==> config.mk <==
export PLATFORM = sky130hd
export DESIGN_NAME = joystick_chord_letter_encoder_flat
export DESIGN_NICKNAME = d
export VERILOG_FILES = /design/src/sv/jcle_pkg.sv /design/src/sv/jcle_if.sv /design/src/sv/jcle_step.sv /design/src/sv/joystick_chord_letter_encoder.sv /design/src/flat_wrapper.sv
export SDC_FILE = /design/constraint.sdc
export NUM_CORES = 1
export LEC_CHECK = 0
export BUFFER_PORTS_ARGS = -buffer_cell sky130_fd_sc_hd__buf_4
export CAP_MARGIN = 20
export CORE_UTILIZATION = 30
export DETAILED_ROUTE_END_ITERATION = 7
export PLACE_DENSITY = 0.46
export RECOVER_POWER = 25
export SETUP_SLACK_MARGIN = 0.15
export SYNTH_ARGS = -nofsm -noshare
export SYNTH_HDL_FRONTEND = slang
export SYNTH_SLANG_ARGS = --single-unit
==> constraint.sdc <==
create_clock -name clk -period 4.6 [get_ports clk]
set_clock_uncertainty 0.15 [all_clocks]
set_input_delay 0.69 -clock clk [delete_from_list [all_inputs] [get_ports clk]]
set_output_delay 0.69 -clock clk [all_outputs]
set_load 0.02 [all_outputs]
==> src/sv/jcle_pkg.sv <==
// shared types and widths of the joystick chord letter encoder
package jcle_pkg;

    localparam int HOLD_W = 16;
    localparam int CODE_W = 8;

    // one contact sample, 1 released, 0 pressed
    typedef struct packed {
        logic up_released;
        logic right_released;
        logic down_released;
        logic left_released;
    } sample_t;

    // one result request
    typedef struct packed {
        logic              letter_valid;
        logic [CODE_W-1:0] letter_code;
        logic              delete_last;
        logic              red_lamp;
        logic              green_lamp;
    } result_t;

    // encoder state carried from tick to tick
    typedef struct packed {
        logic              consonant_group;
        logic              armed;
        logic              finished;
        logic              holding;
        logic [HOLD_W-1:0] hold_count;
        logic              red_on;
        logic              green_on;
    } state_t;

endpackage

==> src/sv/jcle_if.sv <==
// handshake channel interfaces of the joystick chord letter encoder

// contact sample channel
interface jcle_sample_if;
    logic valid;
    logic ready;
    logic up_released;
    logic right_released;
    logic down_released;
    logic left_released;

    modport source (output valid, output up_released, output right_released,
                    output down_released, output left_released, input ready);
    modport sink (input valid, input up_released, input right_released,
                  input down_released, input left_released, output ready);
endinterface

// result channel
interface jcle_result_if;
    logic                          valid;
    logic                          ready;
    logic                          letter_valid;
    logic [jcle_pkg::CODE_W-1:0]   letter_code;
    logic                          delete_last;
    logic                          red_lamp;
    logic                          green_lamp;

    modport source (output valid, output letter_valid, output letter_code,
                    output delete_last, output red_lamp, output green_lamp, input ready);
    modport sink (input valid, input letter_valid, input letter_code,
                  input delete_last, input red_lamp, input green_lamp, output ready);
endinterface

// hold time write channel
interface jcle_cfg_if;
    logic                        valid;
    logic                        ready;
    logic [jcle_pkg::HOLD_W-1:0] data;

    modport source (output valid, output data, input ready);
    modport sink (input valid, input data, output ready);
endinterface

==> src/sv/jcle_step.sv <==
// next-state and result logic for one contact sample
module jcle_step (
    input  jcle_pkg::state_t                state_in,
    input  logic [jcle_pkg::HOLD_W-1:0]     hold_time,
    input  jcle_pkg::sample_t               sample,
    output jcle_pkg::state_t                state_out,
    output jcle_pkg::result_t               result
);

    localparam logic [jcle_pkg::CODE_W-1:0] CHAR_NONE = 8'h00;
    localparam logic [jcle_pkg::CODE_W-1:0] CHAR_D    = 8'h44;
    localparam logic [jcle_pkg::CODE_W-1:0] CHAR_R    = 8'h52;
    localparam logic [jcle_pkg::CODE_W-1:0] CHAR_M    = 8'h4D;
    localparam logic [jcle_pkg::CODE_W-1:0] CHAR_F    = 8'h46;
    localparam logic [jcle_pkg::CODE_W-1:0] CHAR_O    = 8'h4F;
    localparam logic [jcle_pkg::CODE_W-1:0] CHAR_E    = 8'h45;
    localparam logic [jcle_pkg::CODE_W-1:0] CHAR_I    = 8'h49;
    localparam logic [jcle_pkg::CODE_W-1:0] CHAR_A    = 8'h41;

    // priority letter choice within the active group
    function automatic logic [jcle_pkg::CODE_W-1:0] pick_letter(
        input logic diag, input logic up, input logic right,
        input logic down, input logic left);
        logic [jcle_pkg::CODE_W-1:0] code;
        code = CHAR_NONE;
        if (diag)
        begin
            if (up && left)         code = CHAR_D;
            else if (up && right)   code = CHAR_R;
            else if (down && right) code = CHAR_M;
            else if (down && left)  code = CHAR_F;
        end
        else
        begin
            if (up)         code = CHAR_O;
            else if (right) code = CHAR_E;
            else if (down)  code = CHAR_I;
            else if (left)  code = CHAR_A;
        end
        return code;
    endfunction

    logic                          up;
    logic                          right;
    logic                          down;
    logic                          left;
    logic                          all_released;
    logic [jcle_pkg::HOLD_W-1:0]   limit;
    logic [jcle_pkg::HOLD_W-1:0]   count_inc;
    logic [jcle_pkg::CODE_W-1:0]   code;

    // pressed contacts are active low
    assign up           = !sample.up_released;
    assign right        = !sample.right_released;
    assign down         = !sample.down_released;
    assign left         = !sample.left_released;
    assign all_released = !up && !right && !down && !left;

    // zero hold time acts as one tick
    assign limit     = (hold_time == '0) ? jcle_pkg::HOLD_W'(1) : hold_time;
    assign count_inc = state_in.hold_count + jcle_pkg::HOLD_W'(1);
    assign code      = pick_letter(state_in.consonant_group, up, right, down, left);

    // hold timer, release and choice handling
    always_comb
    begin
        state_out           = state_in;
        result.letter_valid = 1'b0;
        result.letter_code  = CHAR_NONE;
        result.delete_last  = 1'b0;
        if (state_in.holding)
        begin
            state_out.hold_count = count_inc;
            if (count_inc >= limit)
            begin
                state_out.holding         = 1'b0;
                state_out.red_on          = 1'b0;
                state_out.green_on        = 1'b1;
                state_out.consonant_group = !state_in.consonant_group;
                state_out.finished        = 1'b1;
            end
            else if (all_released)
            begin
                state_out.holding    = 1'b0;
                state_out.red_on     = 1'b0;
                state_out.green_on   = 1'b0;
                state_out.armed      = 1'b1;
                state_out.finished   = 1'b0;
                state_out.hold_count = '0;
                result.delete_last   = 1'b1;
            end
        end
        else
        begin
            if (all_released)
            begin
                state_out.red_on     = 1'b0;
                state_out.green_on   = 1'b0;
                state_out.hold_count = '0;
                if (state_in.finished)
                begin
                    state_out.armed    = 1'b1;
                    state_out.finished = 1'b0;
                end
            end
            if (state_out.armed && (code != CHAR_NONE))
            begin
                result.letter_valid  = 1'b1;
                result.letter_code   = code;
                state_out.red_on     = 1'b1;
                state_out.green_on   = 1'b0;
                state_out.holding    = 1'b1;
                state_out.armed      = 1'b0;
                state_out.hold_count = '0;
            end
        end
        result.red_lamp   = state_out.red_on;
        result.green_lamp = state_out.green_on;
    end

endmodule

==> src/sv/joystick_chord_letter_encoder.sv <==
// top level of the joystick chord letter encoder
// One contact sample request is taken per clock cycle while the result channel is ready,
// and each gives exactly one result request. A sample passes an input register, one pass
// of the step logic and a result register, from which its result is presented; the
// sustained rate is one sample per cycle while the result channel is ready. The sample
// channel stalls only while a result waits in the result register and the next sample
// waits in the input register.
// The hold time register resets to 1000 and is written through the cfg channel, which
// is always ready.
module joystick_chord_letter_encoder (
    input  logic                clk,
    input  logic                rst_n,
    jcle_sample_if.sink         sample,
    jcle_result_if.source       result,
    jcle_cfg_if.sink            cfg
);

    localparam logic [jcle_pkg::HOLD_W-1:0] HOLD_TIME_RESET = 16'd1000;

    logic                          sample_valid_reg;
    jcle_pkg::sample_t             sample_reg;
    jcle_pkg::state_t              state_reg;
    jcle_pkg::state_t              state_next;
    logic [jcle_pkg::HOLD_W-1:0]   hold_time_reg;
    logic                          out_valid_reg;
    jcle_pkg::result_t             result_reg;
    jcle_pkg::result_t             result_next;
    logic                          advance;
    jcle_pkg::sample_t             sample_in;

    // stage handshakes
    assign advance      = sample_valid_reg && (!out_valid_reg || result.ready);
    assign sample.ready = !sample_valid_reg || advance;
    assign cfg.ready    = 1'b1;

    assign sample_in.up_released    = sample.up_released;
    assign sample_in.right_released = sample.right_released;
    assign sample_in.down_released  = sample.down_released;
    assign sample_in.left_released  = sample.left_released;

    // step logic
    jcle_step u_step (
        .state_in  (state_reg),
        .hold_time (hold_time_reg),
        .sample    (sample_reg),
        .state_out (state_next),
        .result    (result_next)
    );

    // control registers
    always_ff @(posedge clk or negedge rst_n)
    begin
        if (!rst_n)
        begin
            sample_valid_reg          <= 1'b0;
            out_valid_reg             <= 1'b0;
            hold_time_reg             <= HOLD_TIME_RESET;
            state_reg.consonant_group <= 1'b1;
            state_reg.armed           <= 1'b1;
            state_reg.finished        <= 1'b0;
            state_reg.holding         <= 1'b0;
            state_reg.hold_count      <= '0;
            state_reg.red_on          <= 1'b0;
            state_reg.green_on        <= 1'b0;
        end
        else
        begin
            if (sample.ready)
            begin
                sample_valid_reg <= sample.valid;
            end
            if (advance)
            begin
                out_valid_reg <= 1'b1;
                state_reg     <= state_next;
            end
            else if (result.ready)
            begin
                out_valid_reg <= 1'b0;
            end
            if (cfg.valid)
            begin
                hold_time_reg <= cfg.data;
            end
        end
    end

    // payload registers
    always_ff @(posedge clk)
    begin
        if (sample.ready && sample.valid)
        begin
            sample_reg <= sample_in;
        end
        if (advance)
        begin
            result_reg <= result_next;
        end
    end

    // result channel
    assign result.valid        = out_valid_reg;
    assign result.letter_valid = result_reg.letter_valid;
    assign result.letter_code  = result_reg.letter_code;
    assign result.delete_last  = result_reg.delete_last;
    assign result.red_lamp     = result_reg.red_lamp;
    assign result.green_lamp   = result_reg.green_lamp;

endmodule

==> src/flat_wrapper.sv <==
// flat-port wrapper written by rule: the top's interface ports become plain ports
module joystick_chord_letter_encoder_flat 
  (clk, rst_n, sample_valid, sample_up_released, sample_right_released, sample_down_released, sample_left_released, sample_ready, result_valid, result_letter_valid, result_letter_code, result_delete_last, result_red_lamp, result_green_lamp, result_ready, cfg_valid, cfg_data, cfg_ready);
  jcle_sample_if sample_i ();
  jcle_result_if result_i ();
  jcle_cfg_if cfg_i ();
  input  logic clk;
  input  logic rst_n;
  input wire logic [$bits(sample_i.valid)-1:0] sample_valid;
  input wire logic [$bits(sample_i.up_released)-1:0] sample_up_released;
  input wire logic [$bits(sample_i.right_released)-1:0] sample_right_released;
  input wire logic [$bits(sample_i.down_released)-1:0] sample_down_released;
  input wire logic [$bits(sample_i.left_released)-1:0] sample_left_released;
  output wire logic [$bits(sample_i.ready)-1:0] sample_ready;
  output wire logic [$bits(result_i.valid)-1:0] result_valid;
  output wire logic [$bits(result_i.letter_valid)-1:0] result_letter_valid;
  output wire logic [$bits(result_i.letter_code)-1:0] result_letter_code;
  output wire logic [$bits(result_i.delete_last)-1:0] result_delete_last;
  output wire logic [$bits(result_i.red_lamp)-1:0] result_red_lamp;
  output wire logic [$bits(result_i.green_lamp)-1:0] result_green_lamp;
  input wire logic [$bits(result_i.ready)-1:0] result_ready;
  input wire logic [$bits(cfg_i.valid)-1:0] cfg_valid;
  input wire logic [$bits(cfg_i.data)-1:0] cfg_data;
  output wire logic [$bits(cfg_i.ready)-1:0] cfg_ready;
  assign sample_i.valid = sample_valid;
  assign sample_i.up_released = sample_up_released;
  assign sample_i.right_released = sample_right_released;
  assign sample_i.down_released = sample_down_released;
  assign sample_i.left_released = sample_left_released;
  assign sample_ready = sample_i.ready;
  assign result_valid = result_i.valid;
  assign result_letter_valid = result_i.letter_valid;
  assign result_letter_code = result_i.letter_code;
  assign result_delete_last = result_i.delete_last;
  assign result_red_lamp = result_i.red_lamp;
  assign result_green_lamp = result_i.green_lamp;
  assign result_i.ready = result_ready;
  assign cfg_i.valid = cfg_valid;
  assign cfg_i.data = cfg_data;
  assign cfg_ready = cfg_i.ready;
  joystick_chord_letter_encoder u_core (.clk(clk), .rst_n(rst_n), .sample(sample_i), .result(result_i), .cfg(cfg_i));
endmodule
==> run summary <==
* finished, violations left — run status
* max-capacitance violations, max-slew violations — violated checks
* 0 — ant diodes
* 36 — row cnt
* 373 — final net count
* 0.1898 — fraction of final layout cells with drive strength greater than 1
* 0.2476 GHz — peak clock frequency supported by timing
* register — startpoint kind of the worst setup timing path
* 13.88 microns — detail-routed net length per standard cell
* 4 — DRT Pass-1 Iters
* 0.7407 — Post-synth ARST share
* register — sort of element at the end of the critical path
* 1 — max-cap viol count
* 0 — initial antenna violation count
* sky130_fd_sc_hd__dfrtp_1, sky130_fd_sc_hd__edfxtp_1, sky130_fd_sc_hd__ha_1 — Synth area leaders
* 4.691 mm — final HPWL from detailed placement
* sky130_fd_sc_hd__nand2_1 — most frequent cell after synthesis
* sky130_fd_sc_hd__dfrtp_1 — top cell type by total area after synthesis
* 4.039 ns — final period demand of the worst path
* 0.7788 — Placer Congestion
* 17 — highest fanout seen on the critical path
* 36 — number of buffers added on ports
* 0.8781 — final clock period utilization by the worst path
* 1.573 nW — LEAKAGE
* 0.4763 — post-synthesis sequential area ratio
* 299 — Post-Syn Instances
* 22 — number of flip-flops in the largest register
* 153.4 uV — worst vdd ir
* 2 — Clock Tree Buf Depth
* 0 — number of hold violations in the final report
* 2.216 ns — slew at the pin with the worst max-slew slack
* 40 — number of top-level pins
* 4.71 ns — data required time at the worst endpoint
* 102.1 microns — Die Span Y
* -0.4772 — Max transition margin
* register to register — worst hold-check path type
* 6.455 mm — detailed-route wire length
* 3386 sq um — placed instance area
* 3005 sq um — cell area after technology mapping
* 0 — number of remaining DRC errors
* register to register — Crit Path Class
* 16.32% — P&R area growth vs syn
* 163 — 1st-iter DRT viols
* 0 — Hold Buf Count CTS
* 0 — Remaining Overflow, GRT
* 2132 — number of global-route vias before repair
* 0 — total of endpoints with negative setup slack in the final report
* 0.1362 — global-route total usage across every layer
* 10.05 sq um — Mean Syn Cell Area
* 54 — total of flip-flops plus latches after synthesis
* 4.14 ns — Arrival @ worst endpoint
* 5 — total CTS buffers
* 4.667 — vias per cell
* 14 — Post-synth EDFFs
* 0.31 ns — later-pin clock latency in the skew report
* 9729 sq um — placeable core area
* yes — TritonCTS clock tree
* 2170 — total number of vias
* 41 — largest net degree at the start of global routing
* sky130_fd_sc_hd__clkbuf_8 — CTS root buf
* 54 — unique cell type count in the Yosys netlist
* 0.3089 — initial standard-cell utilization of the core
* 102.1 microns — horizontal die dimension
* 41 — final-report max-slew violation count
* 54 — number of sinks on the clock net
* 10420 sq um — total die area
* 0.2664 — area share of the largest cell type after synthesis
* 0 — antenna violation net count after detailed routing
* 3496 sq um — final instance area
* sky130_fd_sc_hd__dfrtp_1 — dominant register cell in the synthesized netlist
* 0 — post-CTS setup buffer count
* 2 — count of H-tree levels built during CTS
* 405.6 nW/um^2 — power per unit of standard cell area
* sky130_fd_sc_hd__nand2_1, sky130_fd_sc_hd__dfrtp_1, sky130_fd_sc_hd__o21ai_0 — top cell types by occurrence after synthesis
* no — setup repair after global routing missed its margin
* 0 — Yosys warning total
* 0 ns — setup_tns
* 0.11 ns — clock transition at the registers of the reported paths
* 0 — number of cells upsized or downsized after cts
* 10.87 mm — first-pass GRT wire length
==> area by class of cell <==
class,instances,area [sq um]
fillers,1002,6233
inverters,19,71.32
multi-input cells,214,1439
repair buffers,37,274.0
clock inverters,3,45.04
well taps,133,166.4
clock buffers,5,68.82
flip-flops and latches,54,1431
==> per-layer routing <==
metal	vias to the layer above	wire, microns	share of wire	GRT usage
li1	1117	-	-	-
met1	1012	3555	0.55	0.2138
met2	34	2608	0.40	0.1884
met3	7	175	0.027	0.01915
met4	0	115	0.018	0.04396
met5	-	0	0	0
==> power by group <==
part / switching, mW / internal (mW)
registers: 0.0812 / 0.587
logic: 0.240 / 0.178
clock network: 0.170 / 0.162
total: 0.491 / 0.927
==> through the flow <==
stage / util / power, mW / hold slack, ns / setup WS (ns) / cells
4_1_cts: 0.3597 / 1.430 / 0.2217 / 0.5589 / 465
3_3_place_gp: 0.3480 / 1.100 / 0.3155 / 0.6997 / 457
3_5_place_dp: 0.3480 / 1.096 / 0.3250 / 0.5851 / 457
6_report: 0.3593 / 1.418 / 0.3490 / 0.5609 / 465
2_1_floorplan: - / 0.9719 / 0.2444 / 0.9905 / 300
5_1_grt: 0.3593 / 1.521 / 0.3829 / 0.2329 / 465
==> worst max-delay path: stages (launching register included) <==
cell,delay [ns]
sky130_fd_sc_hd__dfrtp_1,0.44
sky130_fd_sc_hd__ha_1,0.25
sky130_fd_sc_hd__nand3_1,0.20
sky130_fd_sc_hd__nor2_1,0.34
sky130_fd_sc_hd__and3_1,0.24
sky130_fd_sc_hd__and3_1,0.17
sky130_fd_sc_hd__xnor2_1,0.21
sky130_fd_sc_hd__inv_1,0.09
sky130_fd_sc_hd__ha_1,0.29
sky130_fd_sc_hd__nand2_1,0.06
sky130_fd_sc_hd__or3_1,0.37
sky130_fd_sc_hd__o41a_1,0.46
sky130_fd_sc_hd__a31o_4,0.33
sky130_fd_sc_hd__nor2_4,0.21
sky130_fd_sc_hd__mux2_2,0.18
==> final timing paths <==
kind / start / to / slack (ns) / cells past startpoint
setup / recovery: u_core.state_reg[2] / u_core.state_reg[2] / 0.56 / 14
hold / removal: u_core.state_reg[0] / u_core.state_reg[0] / 0.35 / 2
setup reg to reg: u_core.state_reg[2] / u_core.state_reg[2] / 0.56 / 14
hold reg to reg: u_core.state_reg[0] / u_core.state_reg[0] / 0.35 / 2
max in group asynchronous: rst_n / u_core.state_reg[2] / 2.17 / 1
min in group asynchronous: rst_n / u_core.state_reg[0] / 0.87 / 1
==> layout by cell type, fill, tap and decap left out, types with 2 or more instances in the layout <==
cell and count:
sky130_fd_sc_hd__nand2_1 43, sky130_fd_sc_hd__dfrtp_1 32, sky130_fd_sc_hd__buf_4 31, sky130_fd_sc_hd__o21ai_0 24, sky130_fd_sc_hd__inv_1 19, sky130_fd_sc_hd__ha_1 17
sky130_fd_sc_hd__edfxtp_1 14, sky130_fd_sc_hd__xnor2_1 8, sky130_fd_sc_hd__a21oi_1 8, sky130_fd_sc_hd__dfstp_2 8, sky130_fd_sc_hd__nand3_1 7, sky130_fd_sc_hd__and3_1 7
sky130_fd_sc_hd__xor2_1 7, sky130_fd_sc_hd__a22o_1 7, sky130_fd_sc_hd__nor2_1 6, sky130_fd_sc_hd__nor3_1 6, sky130_fd_sc_hd__nand2b_1 6, sky130_fd_sc_hd__o21ai_1 6
sky130_fd_sc_hd__nor4_1 5, sky130_fd_sc_hd__o21a_1 5, sky130_fd_sc_hd__a21o_1 5, sky130_fd_sc_hd__nor2b_1 5, sky130_fd_sc_hd__clkbuf_8 5, sky130_fd_sc_hd__clkbuf_4 5
sky130_fd_sc_hd__nand4_1 3, sky130_fd_sc_hd__or3_1 3, sky130_fd_sc_hd__a21oi_2 3, sky130_fd_sc_hd__conb_1 3, sky130_fd_sc_hd__nand3b_1 2, sky130_fd_sc_hd__and2_1 2
sky130_fd_sc_hd__and4_1 2, sky130_fd_sc_hd__mux2_2 2, sky130_fd_sc_hd__clkinvlp_4 2
==> cells by family (layout without fill, tap and decap cells) <==
logic type / Yosys count / after routing / synth area share
buffers and inverters: 32 / 64 / 0.04621
adders and majority gates: 17 / 17 / 0.07077
muxes: 3 / 3 / 0.01082
AOI/OAI and AO/OA: 74 / 74 / 0.1728
DFF: 54 / 54 / 0.4763
and+or+nand+nor: 102 / 102 / 0.1769
xor gates and xnor gates: 15 / 15 / 0.04371
other: 2 / 3 / 0.002499
No activity file was read; power rests on OpenSTA's default activity.
